**src/assert_macros.svh**
```systemverilog
// Assertion shorthands for the RTL.
`ifndef ASSERT_MACROS_SVH
`define ASSERT_MACROS_SVH

// Same-cycle implication, masked during reset.
`define PSDM_ASSERT_IMP(name, clk, rst_n, ante, cons) \
    name: assert property (@(posedge clk) disable iff (!rst_n) (ante) |-> (cons)) \
        else $error("assertion failed");

// Next-cycle implication, masked during reset.
`define PSDM_ASSERT_NXT(name, clk, rst_n, ante, cons) \
    name: assert property (@(posedge clk) disable iff (!rst_n) (ante) |=> (cons)) \
        else $error("assertion failed");

`endif

```
**src/psdm_pkg.sv**
```systemverilog
package psdm_pkg;

    localparam int NUM_NOTES  = 13;
    localparam int TABLE_SIZE = 8191;
    localparam int MAX_DUTY   = 1023;

    // fixed field widths
    localparam int FUNC_W = 1;
    localparam int MASK_W = 13;
    localparam int SEL_W  = 4;
    localparam int INC_W  = 13;
    localparam int DUTY_W = 16;
    localparam int ACNT_W = 4;

    localparam int PHASE_W    = $clog2(TABLE_SIZE);
    localparam int ADV_W      = ((PHASE_W > INC_W) ? PHASE_W : INC_W) + 1;
    localparam int VOICE_W    = (NUM_NOTES > 1) ? $clog2(NUM_NOTES) : 1;
    localparam int CNT_W      = $clog2(NUM_NOTES + 1);
    localparam int SUM_W      = $clog2(NUM_NOTES * MAX_DUTY + 1);
    localparam int DIV_STEP_W = $clog2(SUM_W + 1);

    localparam logic [FUNC_W-1:0] FUNC_TICK = 1'b0;
    localparam logic [FUNC_W-1:0] FUNC_LOAD = 1'b1;

    typedef enum logic [2:0] {
        ST_IDLE,
        ST_SCAN,
        ST_DRAIN,
        ST_DIV,
        ST_DONE
    } state_t;

    typedef struct packed {
        logic in_ready;
        logic scan;
        logic drain;
        logic div_start;
        logic emit;
    } ctrl_t;

    // Q62 fixed point for the table build
    localparam logic [63:0] Q62_ONE     = 64'h4000_0000_0000_0000;
    localparam logic [63:0] Q62_HALF_PI = 64'h6487_ED51_10B4_611A;
    localparam logic [63:0] TAYLOR_DIV [12] = '{
        64'd6, 64'd20, 64'd42, 64'd72, 64'd110, 64'd156,
        64'd210, 64'd272, 64'd342, 64'd420, 64'd506, 64'd600
    };

    // (a * b) >> 62, truncated to 64 bits
    function automatic logic [63:0] mul_q62(input logic [63:0] a, input logic [63:0] b);
        logic [127:0] p;
        p = {64'd0, a} * {64'd0, b};
        return p[125:62];
    endfunction

    // sin(pi/2 * m / TABLE_SIZE) in Q62
    function automatic logic [63:0] quarter_sine(input logic [63:0] m);
        logic [63:0] q1;
        logic [63:0] r1;
        logic [63:0] frac;
        logic [63:0] theta;
        logic [63:0] t2;
        logic [63:0] term;
        logic [63:0] acc;
        if (m == 64'd0) return 64'd0;
        if (m >= 64'(TABLE_SIZE)) return Q62_ONE;
        if ((m * 64'd3) == 64'(TABLE_SIZE)) return Q62_ONE >> 1;
        q1    = (m << 40) / 64'(TABLE_SIZE);
        r1    = (m << 40) % 64'(TABLE_SIZE);
        frac  = (q1 << 22) + ((r1 << 22) / 64'(TABLE_SIZE));
        theta = mul_q62(frac, Q62_HALF_PI);
        t2    = mul_q62(theta, theta);
        term  = theta;
        acc   = theta;
        for (int k = 0; k < 12; k++)
        begin
            term = mul_q62(term, t2) / TAYLOR_DIV[k];
            if ((k % 2) == 0)
                acc = acc - term;
            else
                acc = acc + term;
        end
        return (acc > Q62_ONE) ? Q62_ONE : acc;
    endfunction

    // floor((sin(2*pi*i/N) + 1) / 2 * MAX_DUTY)
    function automatic logic [DUTY_W-1:0] rom_entry(input int i);
        logic [63:0]  q;
        logic [63:0]  quad;
        logic [63:0]  r;
        logic [63:0]  m;
        logic [63:0]  s;
        logic [63:0]  u;
        logic [127:0] p;
        q    = 64'(i) * 64'd4;
        quad = (q / 64'(TABLE_SIZE)) & 64'd3;
        r    = q % 64'(TABLE_SIZE);
        m    = quad[0] ? (64'(TABLE_SIZE) - r) : r;
        s    = quarter_sine(m);
        u    = (quad < 64'd2) ? (Q62_ONE + s) : (Q62_ONE - s);
        p    = 128'(MAX_DUTY) * {64'd0, u};
        return p[63+DUTY_W-1:63];
    endfunction

endpackage

```
**src/psdm_divider.sv**
```systemverilog
// Restoring divider, one quotient bit per cycle.
module psdm_divider (
    input  logic                       clk,
    input  logic                       rst_n,
    input  logic                       start,
    input  logic [psdm_pkg::SUM_W-1:0] dividend,
    input  logic [psdm_pkg::CNT_W-1:0] divisor,
    output logic [psdm_pkg::SUM_W-1:0] quotient,
    output logic                       done
);

    logic                            busy_reg;
    logic                            done_reg;
    logic [psdm_pkg::DIV_STEP_W-1:0] step_reg;
    logic [psdm_pkg::SUM_W-1:0]      quo_reg;
    logic [psdm_pkg::CNT_W-1:0]      rem_reg;
    logic [psdm_pkg::CNT_W-1:0]      dsr_reg;

    logic [psdm_pkg::CNT_W:0]   shifted;
    logic [psdm_pkg::CNT_W:0]   diff;
    logic                       ge;
    logic [psdm_pkg::CNT_W-1:0] rem_next;
    logic [psdm_pkg::SUM_W-1:0] quo_next;

    always_comb
    begin
        shifted  = {rem_reg, quo_reg[psdm_pkg::SUM_W-1]};
        ge       = (shifted >= {1'b0, dsr_reg});
        diff     = shifted - {1'b0, dsr_reg};
        // remainder stays below the divisor, so the top bit is always clear
        rem_next = ge ? diff[psdm_pkg::CNT_W-1:0] : shifted[psdm_pkg::CNT_W-1:0];
        quo_next = (quo_reg << 1) | psdm_pkg::SUM_W'(ge);
    end

    always_ff @(posedge clk or negedge rst_n)
    begin
        if (!rst_n)
        begin
            busy_reg <= 1'b0;
            done_reg <= 1'b0;
            step_reg <= '0;
        end
        else
        begin
            done_reg <= 1'b0;
            if (start)
            begin
                busy_reg <= 1'b1;
                step_reg <= '0;
            end
            else if (busy_reg)
            begin
                step_reg <= step_reg + 1'b1;
                if (step_reg == psdm_pkg::DIV_STEP_W'(psdm_pkg::SUM_W - 1))
                begin
                    busy_reg <= 1'b0;
                    done_reg <= 1'b1;
                end
            end
        end
    end

    always_ff @(posedge clk)
    begin
        if (start)
        begin
            quo_reg <= dividend;
            rem_reg <= '0;
            dsr_reg <= divisor;
        end
        else if (busy_reg)
        begin
            quo_reg <= quo_next;
            rem_reg <= rem_next;
        end
    end

    assign quotient = quo_reg;
    assign done     = done_reg;

endmodule

```
**config.mk**
```make
export PLATFORM = sky130hd
export DESIGN_NAME = psdm_divider
export DESIGN_NICKNAME = d
export VERILOG_FILES = /design/src/assert_macros.svh /design/src/psdm_pkg.sv /design/src/psdm_divider.sv
export SDC_FILE = /design/constraint.sdc
export NUM_CORES = 1
export LEC_CHECK = 0
export BUFFER_PORTS_ARGS = -buffer_cell sky130_fd_sc_hd__buf_2
export CAP_MARGIN = 10
export CORE_AREA = 2 2 77 79
export CTS_BUF_LIST = sky130_fd_sc_hd__clkbuf_16
export DETAILED_ROUTE_END_ITERATION = 7
export DIE_AREA = 0 0 79 81
export PLACE_DENSITY_LB_ADDON = 0.05
export SETUP_SLACK_MARGIN = 0.5
export SKIP_CTS_REPAIR_TIMING = 1
export SYNTH_ARGS = -nofsm -noshare
export SYNTH_HDL_FRONTEND = slang
export SYNTH_SLANG_ARGS = --single-unit
```
**constraint.sdc**
```tcl
create_clock -name clk -period 3.9 [get_ports clk]
set_clock_uncertainty 0.05 [all_clocks]
set_input_delay 0.195 -clock clk [delete_from_list [all_inputs] [get_ports clk]]
set_output_delay 0.195 -clock clk [all_outputs]
set_load 0.005 [all_outputs]
```
==> results of run 1 <==
[cells by family after synthesis]
group,synth area share
flops,0.578
simple gates,0.0939
mux,0.118
compound gates,0.0798
buf+inv,0.0319
fa+ha+maj,0.0714
xor+xnor,0.0263
[final timing paths]
kind / endpoint / cells past startpoint
max in group asynchronous: step_reg[3] / 2
hold reg to reg: rem_reg[3] / 2
min in group asynchronous: step_reg[2] / 2
hold / removal: dsr_reg[2] / 1
setup reg to reg: quotient[0] / 6
setup / recovery: quotient[0] / 6
[cell type report]
cell class	instances	area, µm²
Clock buffer	3	75.1
Clock inverter	1	30.0
Fill cell	602	3980
Inverter	7	26.3
Multi-Input combinational cell	60	519
Sequential cell	28	771
Tap cell	75	93.8
Timing Repair Buffer	36	185
[worst reg2reg max path: cells and delay by family, from the launching register on]
kind | cells | cell delay (ns)
AO/OA/AOI/OAI | 1 | 0.26
AND/OR/NAND/NOR | 2 | 0.40
buffers and inverters | 1 | 0.08
multiplexers | 1 | 0.26
adder cells (fa/ha/maj) | 1 | 0.23
flip-flops | 1 | 0.42
[Yosys cell counts (all sizes together)]
| library cell | count |
|---|---|
| edfxtp | 18 |
| nand3 | 1 |
| or3b | 1 |
| nand4 | 2 |
| inv | 7 |
| nor2b | 3 |
| nor4b | 2 |
| o21ai | 2 |
| a21o | 2 |
| ha | 6 |
| mux2 | 14 |
| xor2 | 3 |
| fa | 1 |
| xnor2 | 1 |
| clkbuf | 3 |
| nand2 | 3 |
| nor2 | 6 |
| o21bai | 2 |
| o221a | 1 |
| dfxtp | 4 |
| a311oi | 2 |
| or2 | 3 |
| dfrtp | 6 |
| a211oi | 1 |
| nor3b | 1 |
| buf | 1 |
| o311ai | 1 |
| o22ai | 2 |
[per-layer routing]
| layer | vias up | track usage |
|---|---|---|
| met5 | - | 0 |
| met4 | 0 | 0.0259 |
| met3 | 2 | 0.0367 |
| met2 | 22 | 0.137 |
| met1 | 395 | 0.112 |
| li1 | 436 | - |
[metrics by stage]
stage	std cells	setup WS (ns)	cell area, µm²
3_3_place_gp	205	1.99	1590
5_1_grt	210	1.86	1700
3_5_place_dp	205	1.95	1590
2_1_floorplan	99	2.04	1330
4_1_cts	209	1.94	1690
6_report	210	1.96	1700
[power groups by stage]
stage                     clock, µW  sequential (µW)  combinational, µW
after global routing            323              406                245
after global placement            0              405                218
after detailed placement          0              406                218
final                           300              398                217
after floorplan                   0              399                151
after CTS                       312              400                220
==> metrics.txt, run 1 <==
# TYPE chip_impl_metric gauge
chip_impl_metric{name="drt_iter0_drc",unit=""} 28
chip_impl_metric{name="num_antenna_cells",unit=""} 0
chip_impl_metric{name="die_y",unit="µm"} 81
chip_impl_metric{name="floorplan.rows",unit=""} 28
chip_impl_metric{name="critical_path_rt",unit="ns"} 3.87
chip_impl_metric{name="final_min_period_over_clock_period",unit=""} 0.497
chip_impl_metric{name="drv_cap",unit=""} 0
chip_impl_metric{name="grt_first_pass_wirelength",unit="µm"} 4310
chip_impl_metric{name="syn-cell-area",unit="µm²"} 1330
chip_impl_info{name="cts_root_buffer",value="clkbuf_16"} 1
chip_impl_metric{name="drc",unit=""} 0
chip_impl_info{name="mostFrequentLayoutCell",value="buf_2"} 1
chip_impl_info{name="status",value="complete, no violations"} 1
chip_impl_metric{name="r2r_setup_slack",unit="ns"} 1.96
chip_impl_metric{name="worst_pin_slew",unit="ns"} 0.627
chip_impl_info{name="timing.hold.worst.class",value="primary input to flip-flop"} 1
chip_impl_metric{name="numCtsBuffers",unit=""} 3
chip_impl_info{name="r2r-start",value="dsr_reg[1]"} 1
chip_impl_metric{name="num_vias",unit=""} 855
chip_impl_metric{name="critical_path_peak_fanout",unit=""} 5
chip_impl_metric{name="internal_power",unit="µW"} 686
chip_impl_info{name="crit_chain",value="inv_1, ha_1, nor2b_1, o221a_4, or2_4, mux2_2"} 1
chip_impl_metric{name="synth.net_count",unit=""} 127
chip_impl_metric{name="clockBufferDepth",unit=""} 2
chip_impl_metric{name="post_route_cells_drive_above_1_share",unit=""} 0.407
chip_impl_metric{name="antenna_found_initial",unit=""} 0
chip_impl_metric{name="power.share.clock",unit=""} 0.328
chip_impl_metric{name="io_pins",unit=""} 36
chip_impl_info{name="most-common-layout-cells",value="buf_2, edfxtp_1, mux2_2"} 1
chip_impl_metric{name="ant_nets",unit=""} 0
chip_impl_metric{name="combinational_share_of_power",unit=""} 0.237
chip_impl_metric{name="hold_viol",unit=""} 0
chip_impl_metric{name="yosysSeqAreaShare",unit=""} 0.578
chip_impl_metric{name="power_density_of_the_placed_cells",unit="nW/µm²"} 538
chip_impl_metric{name="synth.distinct_cells",unit=""} 31
chip_impl_metric{name="finish.utilization",unit=""} 0.300
chip_impl_info{name="startpoint_type_of_the_worst_setup_path",value="flip-flop"} 1
chip_impl_metric{name="synth.ff_latch_count",unit=""} 28
chip_impl_metric{name="clk_transition_reported_paths",unit="ns"} 0.07
chip_impl_info{name="setup.worst_path.end_class",value="flip-flop"} 1
chip_impl_info{name="crit_path_top_delay_cell",value="edfxtp_1"} 1
chip_impl_info{name="grt_setup_unrepaired",value="false"} 1
chip_impl_metric{name="maximum_number_of_pins_on_one_net_before_global_route_repair",unit=""} 31
chip_impl_metric{name="fp.coreArea",unit="µm²"} 5680
chip_impl_metric{name="critical_path.max_stage_delay",unit="ns"} 0.42
chip_impl_metric{name="cts-htree-levels",unit=""} 1
chip_impl_metric{name="power.switching",unit="µW"} 229
chip_impl_metric{name="fp.dieArea",unit="µm²"} 6400
chip_impl_metric{name="clock.fmax",unit="MHz"} 516
chip_impl_metric{name="number_of_global_route_vias_before_repair",unit=""} 878
chip_impl_info{name="cts_tree",value="yes"} 1
chip_impl_metric{name="start_util",unit=""} 0.235
chip_impl_metric{name="syn_avg_cell_area",unit="µm²"} 13.5
chip_impl_info{name="worstSetupStartpoint",value="dsr_reg[1]"} 1
chip_impl_metric{name="pwr-share-seq",unit=""} 0.435
chip_impl_metric{name="globalRoute.totalOverflow",unit=""} 0
chip_impl_metric{name="wl",unit="µm"} 2540
chip_impl_metric{name="leakage_power",unit="µW"} 0.000727
chip_impl_metric{name="setup_viol",unit=""} 0
chip_impl_metric{name="sw_frac_of_total",unit=""} 0.251
chip_impl_info{name="crit_family",value="flip-flops"} 1
chip_impl_info{name="synth_area_leaders",value="edfxtp_1, dfrtp_1, mux2_2"} 1
chip_impl_metric{name="timing.final.crit_period",unit="ns"} 1.94
chip_impl_metric{name="yosysWarningCount",unit=""} 0
chip_impl_metric{name="insertion_delay",unit="ns"} 0.26
chip_impl_metric{name="areaGrowthSynthToFinish",unit="%"} 27.6
chip_impl_metric{name="met1Wirelength",unit="µm"} 1150
chip_impl_metric{name="die_width",unit="µm"} 79
chip_impl_metric{name="wl_met2",unit="µm"} 1200
chip_impl_metric{name="relSlewSlack",unit=""} 0.582
chip_impl_metric{name="critical_path.n_buffers_inverters",unit=""} 1
chip_impl_metric{name="setup_tns",unit="ns"} 0
chip_impl_metric{name="design_power_total",unit="µW"} 916
chip_impl_info{name="highest-signal-layer",value="met4"} 1
chip_impl_metric{name="timing.final.max_slew_violations",unit=""} 0
chip_impl_metric{name="data_arrival_time_of_the_worst_path",unit="ns"} 1.91
chip_impl_metric{name="final_stage_net_count",unit=""} 164
chip_impl_metric{name="place_congestion",unit=""} 0.723
chip_impl_metric{name="syn_inst",unit=""} 99
chip_impl_metric{name="all_layer_global_routing_usage",unit=""} 0.0879
chip_impl_info{name="synth_area_leader",value="edfxtp_1"} 1
chip_impl_metric{name="hold_slack",unit="ns"} 0.0552
chip_impl_info{name="hold_start",value="divisor[2]"} 1
chip_impl_metric{name="synth_largest_type_area_fraction",unit=""} 0.406
chip_impl_metric{name="vias_per_cell",unit=""} 4.07
chip_impl_metric{name="vdd_ir_drop_max",unit="µV"} 183
chip_impl_metric{name="largest_reg_flops",unit=""} 14
chip_impl_metric{name="place.port_buffers",unit=""} 35
chip_impl_metric{name="detail_route.first_pass.iterations",unit=""} 4
chip_impl_metric{name="dr_wl_met3",unit="µm"} 159
chip_impl_metric{name="number_of_clock_sinks_seen_by_cts",unit=""} 28
chip_impl_metric{name="wire_per_inst",unit="µm"} 12.1
chip_impl_info{name="criticalPathCategory",value="flip-flop to flip-flop"} 1
chip_impl_metric{name="dpl.hpwl",unit="µm"} 1830
Power figures use the tool's default switching activity.
==> run 2, diff against run 1 <==
Clock period 3.9 ns to 1.9 ns, I/O delays scaled along.
==> metrics.txt, run 2 (synthesis results as in run 1) <==
# TYPE chip_impl_metric gauge
chip_impl_metric{name="largest_reg_flops",unit=""} 14
chip_impl_metric{name="insertion_delay",unit="ns"} 0.26
chip_impl_metric{name="vdd_ir_drop_max",unit="µV"} 357
chip_impl_metric{name="combinational_share_of_power",unit=""} 0.296
chip_impl_info{name="cts_root_buffer",value="clkbuf_16"} 1
chip_impl_metric{name="drc",unit=""} 0
chip_impl_info{name="cts_tree",value="yes"} 1
chip_impl_metric{name="antenna_found_initial",unit=""} 0
chip_impl_metric{name="sw_frac_of_total",unit=""} 0.272
chip_impl_metric{name="cts-htree-levels",unit=""} 1
chip_impl_metric{name="die_y",unit="µm"} 81
chip_impl_metric{name="final.fill_count",unit=""} 590
chip_impl_metric{name="final_min_period_over_clock_period",unit=""} 0.977
chip_impl_info{name="r2r-start",value="dsr_reg[1]"} 1
chip_impl_metric{name="number_of_clock_sinks_seen_by_cts",unit=""} 28
chip_impl_info{name="mostFrequentLayoutCell",value="buf_2"} 1
chip_impl_metric{name="final_stage_net_count",unit=""} 176
chip_impl_info{name="timing.rr.end",value="quotient[0]"} 1
chip_impl_metric{name="all_layer_global_routing_usage",unit=""} 0.0945
chip_impl_metric{name="r2r_setup_slack",unit="ns"} 0.04
chip_impl_metric{name="timing.final.crit_period",unit="ns"} 1.86
chip_impl_metric{name="setup_viol",unit=""} 0
chip_impl_metric{name="leakage_power",unit="µW"} 0.000776
chip_impl_info{name="timing.hold.worst.class",value="primary input to flip-flop"} 1
chip_impl_metric{name="post_route_cells_drive_above_1_share",unit=""} 0.490
chip_impl_metric{name="grt_first_pass_wirelength",unit="µm"} 4570
chip_impl_metric{name="start_util",unit=""} 0.235
chip_impl_metric{name="numCtsBuffers",unit=""} 3
chip_impl_metric{name="hold_viol",unit=""} 0
chip_impl_metric{name="fp.dieArea",unit="µm²"} 6400
chip_impl_metric{name="floorplan.rows",unit=""} 28
chip_impl_metric{name="critical_path_peak_fanout",unit=""} 5
chip_impl_metric{name="number_of_global_route_vias_before_repair",unit=""} 919
chip_impl_metric{name="final-seq-area",unit="µm²"} 771
chip_impl_metric{name="internal_power",unit="µW"} 1350
chip_impl_metric{name="multiInputGateArea",unit="µm²"} 587
chip_impl_metric{name="reg2reg_depth",unit=""} 6
chip_impl_info{name="status",value="complete, no violations"} 1
chip_impl_info{name="setup.worst_path.end_class",value="flip-flop"} 1
chip_impl_metric{name="num_antenna_cells",unit=""} 0
chip_impl_metric{name="power.switching",unit="µW"} 507
chip_impl_metric{name="worst_pin_slew",unit="ns"} 0.398
chip_impl_metric{name="hold_slack",unit="ns"} 0.0749
chip_impl_metric{name="num_vias",unit=""} 910
chip_impl_info{name="hold_start",value="dividend[10]"} 1
chip_impl_info{name="most-common-layout-cells",value="buf_2, edfxtp_1, mux2_2"} 1
chip_impl_metric{name="maximum_number_of_pins_on_one_net_before_global_route_repair",unit=""} 16
chip_impl_metric{name="wl",unit="µm"} 2730
chip_impl_metric{name="areaGrowthSynthToFinish",unit="%"} 38.2
chip_impl_metric{name="drv_cap",unit=""} 0
chip_impl_info{name="holdPathEnd",value="quotient[10]"} 1
chip_impl_metric{name="drt_iter0_drc",unit=""} 55
chip_impl_metric{name="ant_nets",unit=""} 0
chip_impl_metric{name="dpl.hpwl",unit="µm"} 2020
chip_impl_metric{name="critical_path_rt",unit="ns"} 1.87
chip_impl_metric{name="data_arrival_time_of_the_worst_path",unit="ns"} 1.82
chip_impl_metric{name="globalRoute.totalOverflow",unit=""} 0
chip_impl_metric{name="wire_per_inst",unit="µm"} 12.3
chip_impl_metric{name="timing.final.max_slew_violations",unit=""} 0
chip_impl_metric{name="power.share.clock",unit=""} 0.257
chip_impl_info{name="grt_setup_unrepaired",value="true"} 1
chip_impl_metric{name="place_congestion",unit=""} 0.796
chip_impl_metric{name="dp_slack",unit="ns"} 0.0411
chip_impl_metric{name="io_pins",unit=""} 36
chip_impl_metric{name="clock.fmax",unit="MHz"} 539
chip_impl_metric{name="power_density_of_the_placed_cells",unit="nW/µm²"} 1010
chip_impl_metric{name="fp.coreArea",unit="µm²"} 5680
chip_impl_metric{name="place.port_buffers",unit=""} 35
chip_impl_metric{name="die_width",unit="µm"} 79
chip_impl_metric{name="clk_transition_reported_paths",unit="ns"} 0.07
chip_impl_metric{name="min_delay_path_depth",unit=""} 2
chip_impl_info{name="criticalPathCategory",value="flip-flop to flip-flop"} 1
chip_impl_metric{name="detail_route.first_pass.iterations",unit=""} 3
chip_impl_metric{name="clockBufferDepth",unit=""} 2
chip_impl_metric{name="relSlewSlack",unit=""} 0.735
chip_impl_info{name="startpoint_type_of_the_worst_setup_path",value="flip-flop"} 1
chip_impl_metric{name="pwr-share-seq",unit=""} 0.447
chip_impl_metric{name="timing.final.ws_setup",unit="ns"} 0.0439
chip_impl_metric{name="vias_per_cell",unit=""} 4.10
run 2: cell types whose count changed in the layout (fill, tap and decap cells not counted), moves of 2 or more:
cell / delta
buf_4: +8
dlygate4sd3_1: +4
ha_1: -4
ha_4: +4
inv_2: +3
inv_1: -2
run 2: worst max-delay path by stage:
stage,startpoint,slack (ns),to
after floorplan,dsr_reg[1],0.08,quotient[0]
after global placement,dsr_reg[2],0.07,quotient[0]
after detailed placement,dsr_reg[1],0.04,quotient[0]
after CTS,dsr_reg[1],0.03,quotient[0]
after global routing,dsr_reg[1],-0.02,quotient[0]
final,dsr_reg[1],0.04,quotient[0]
run 2: critical path: stages, from the launching register on:
cell and delay [ns]:
edfxtp_1 0.40, inv_2 0.09, ha_4 0.19, nor2b_4 0.13
o221a_4 0.25, or2_4 0.25, mux2_2 0.26
run 2: power by group through the flow:
stage	registers (µW)	clock network [µW]	logic (µW)
3_3_place_gp	829	0	492
4_1_cts	817	506	500
5_1_grt	846	534	621
2_1_floorplan	820	0	320
3_5_place_dp	825	0	498
6_report	831	478	552
run 2: area by class of cell:
cell class | count | share of cell area
clock buffer | 3 | 0.0408
clock inverter | 1 | 0.00204
inverter | 7 | 0.0143
multi-input combinational | 60 | 0.319
sequential | 28 | 0.418
tap | 75 | 0.0510
timing repair buffer | 48 | 0.155
run 2: per-stage QoR:
stage	std cells	setup TNS [ns]	instance area (µm²)	util	total power, µW
after detailed placement	212	0	1650	0.290	1320
after floorplan	99	0	1340	-	1140
after global placement	212	0	1650	0.290	1320
after global routing	222	-0.0169	1840	0.325	2000
after CTS	216	0	1720	0.304	1820
final	222	0	1840	0.325	1860
run 2: layer usage:
metal,vias up,share of wire,track usage
met1,423,0.48,0.122
met3,5,0.045,0.0278
li1,459,-,-
met5,-,0,0
met2,23,0.46,0.153
met4,0,0.012,0.0310
==> run 3, diff against run 2 <==
Settings changed: PLACE_DENSITY set to 0.53, PLACE_DENSITY_LB_ADDON 0.05 to unset.
==> metrics.txt, run 3 (synthesis results as in run 1) <==
# TYPE chip_impl_metric gauge
chip_impl_info{name="cts_root_buffer",value="clkbuf_16"} 1
chip_impl_metric{name="placedInstanceArea",unit="µm²"} 1640
chip_impl_metric{name="fp.dieArea",unit="µm²"} 6400
chip_impl_metric{name="wl",unit="µm"} 2830
chip_impl_metric{name="die_y",unit="µm"} 81
chip_impl_info{name="cts_tree",value="yes"} 1
chip_impl_metric{name="detail_route.first_pass.iterations",unit=""} 4
chip_impl_metric{name="relSlewSlack",unit=""} 0.694
chip_impl_metric{name="final_stage_net_count",unit=""} 178
chip_impl_metric{name="globalRoute.totalOverflow",unit=""} 0
chip_impl_metric{name="maximum_number_of_pins_on_one_net_before_global_route_repair",unit=""} 23
chip_impl_info{name="status",value="complete, no violations"} 1
chip_impl_metric{name="numCtsBuffers",unit=""} 3
chip_impl_metric{name="vias_per_cell",unit=""} 4.44
chip_impl_metric{name="dp_slack",unit="ns"} -0.0130
chip_impl_info{name="holdPathEnd",value="quotient[10]"} 1
chip_impl_info{name="criticalPathCategory",value="flip-flop to flip-flop"} 1
chip_impl_metric{name="data_arrival_time_of_the_worst_path",unit="ns"} 1.83
chip_impl_metric{name="critical_path_peak_fanout",unit=""} 4
chip_impl_metric{name="wire_per_inst",unit="µm"} 12.7
chip_impl_metric{name="start_util",unit=""} 0.235
chip_impl_info{name="startpoint_type_of_the_worst_setup_path",value="flip-flop"} 1
chip_impl_metric{name="leakage_power",unit="µW"} 0.000803
chip_impl_metric{name="antenna_found_initial",unit=""} 0
chip_impl_metric{name="largest_reg_flops",unit=""} 14
chip_impl_info{name="crit_path_top_delay_cell",value="edfxtp_1"} 1
chip_impl_info{name="most-common-layout-cells",value="buf_2, edfxtp_1, mux2_2"} 1
chip_impl_metric{name="clockBufferDepth",unit=""} 2
chip_impl_metric{name="post_route_cells_drive_above_1_share",unit=""} 0.497
chip_impl_metric{name="grt_first_pass_wirelength",unit="µm"} 4350
chip_impl_metric{name="final_min_period_over_clock_period",unit=""} 0.981
chip_impl_metric{name="areaGrowthSynthToFinish",unit="%"} 39.2
chip_impl_metric{name="multiInputGateArea",unit="µm²"} 583
chip_impl_metric{name="r2r_setup_slack",unit="ns"} 0.04
chip_impl_metric{name="reg2reg_depth",unit=""} 6
chip_impl_info{name="timing.rr.end",value="quotient[0]"} 1
chip_impl_metric{name="hold_slack",unit="ns"} 0.0624
chip_impl_metric{name="timing.final.max_slew_violations",unit=""} 0
chip_impl_metric{name="cts-htree-levels",unit=""} 1
chip_impl_info{name="setup.worst_path.end_class",value="flip-flop"} 1
chip_impl_metric{name="num_vias",unit=""} 994
chip_impl_metric{name="number_of_global_route_vias_before_repair",unit=""} 961
chip_impl_info{name="worstSetupStartpoint",value="dsr_reg[1]"} 1
chip_impl_metric{name="min_delay_path_depth",unit=""} 2
chip_impl_metric{name="final.fill_count",unit=""} 578
chip_impl_metric{name="number_of_clock_sinks_seen_by_cts",unit=""} 28
chip_impl_metric{name="final_area",unit="µm²"} 1850
chip_impl_metric{name="critical_path.max_stage_delay",unit="ns"} 0.41
chip_impl_metric{name="ant_nets",unit=""} 0
chip_impl_metric{name="worst_pin_slew",unit="ns"} 0.458
chip_impl_metric{name="clock.fmax",unit="MHz"} 537
chip_impl_metric{name="setup_viol",unit=""} 0
chip_impl_metric{name="drv_cap",unit=""} 0
chip_impl_info{name="grt_setup_unrepaired",value="true"} 1
chip_impl_metric{name="fp.coreArea",unit="µm²"} 5680
chip_impl_metric{name="io_pins",unit=""} 36
chip_impl_metric{name="drc",unit=""} 0
chip_impl_metric{name="num_antenna_cells",unit=""} 0
chip_impl_metric{name="critical_path_rt",unit="ns"} 1.87
chip_impl_info{name="r2r-start",value="dsr_reg[1]"} 1
chip_impl_metric{name="dpl.hpwl",unit="µm"} 2030
chip_impl_metric{name="place.port_buffers",unit=""} 35
chip_impl_metric{name="clk_transition_reported_paths",unit="ns"} 0.07
chip_impl_metric{name="timing.final.ws_setup",unit="ns"} 0.0369
chip_impl_info{name="mostFrequentLayoutCell",value="buf_2"} 1
chip_impl_metric{name="timing.final.crit_period",unit="ns"} 1.86
chip_impl_metric{name="vdd_ir_drop_max",unit="µV"} 532
chip_impl_metric{name="place_congestion",unit=""} 0.777
chip_impl_metric{name="die_width",unit="µm"} 79
chip_impl_info{name="crit_chain",value="inv_2, ha_4, nor2b_4, o221a_4, or2_4, mux2_2"} 1
chip_impl_metric{name="all_layer_global_routing_usage",unit=""} 0.0868
chip_impl_metric{name="final-seq-area",unit="µm²"} 772
chip_impl_metric{name="drt_iter0_drc",unit=""} 17
chip_impl_info{name="hold_start",value="dividend[10]"} 1
chip_impl_metric{name="power_density_of_the_placed_cells",unit="nW/µm²"} 1060
chip_impl_metric{name="hold_viol",unit=""} 0
chip_impl_info{name="timing.hold.worst.class",value="primary input to flip-flop"} 1
chip_impl_metric{name="insertion_delay",unit="ns"} 0.26
chip_impl_metric{name="floorplan.rows",unit=""} 28
-- run 3: worst max-delay path: cells and delay by family (launching register included) --
| kind | cells | cell delay [ns] |
|---|---|---|
| compound gates | 1 | 0.24 |
| fa+ha+maj | 1 | 0.20 |
| buf+inv | 1 | 0.09 |
| flops | 1 | 0.41 |
| mux | 1 | 0.26 |
| simple gates | 2 | 0.38 |
-- run 3: layer usage --
metal	share of wire	global-route usage	vias to the layer above	wire, µm
met5	0	0	-	0
met4	0.032	0.0414	0	91
met3	0.058	0.0178	11	165
met2	0.51	0.147	39	1440
met1	0.40	0.106	485	1130
li1	-	-	459	-
-- run 3: layout make-up --
class	count	area share
Tap cell	75	0.0506
Sequential cell	28	0.416
Inverter	7	0.0142
Multi-Input combinational cell	60	0.314
Timing Repair Buffer	50	0.162
Clock inverter	1	0.00202
Clock buffer	3	0.0405
-- run 3: how the worst max path moves through the flow --
stage | to | cells after the start
after floorplan | quotient[0] | 6
after global placement | quotient[0] | 6
after detailed placement | quotient[0] | 6
after CTS | quotient[0] | 6
after global routing | quotient[0] | 6
final | quotient[0] | 6
-- run 3: per-stage QoR --
step                std cells  total power, µW   util  TNS [ns]
detailed placement        211             1340  0.289   -0.0130
floorplan                  99             1140      -         0
finish                    224             1960  0.327         0
CTS                       215             1830  0.302   -0.0187
global placement          211             1320  0.289         0
global route              224             2080  0.327   -0.0156
-- run 3: power by group --
part | internal, µW | total [µW] | switching, µW
Combinational | 367 | 666 | 299
Clock | 282 | 479 | 197
Sequential | 756 | 818 | 62.0
Total | 1410 | 1960 | 558
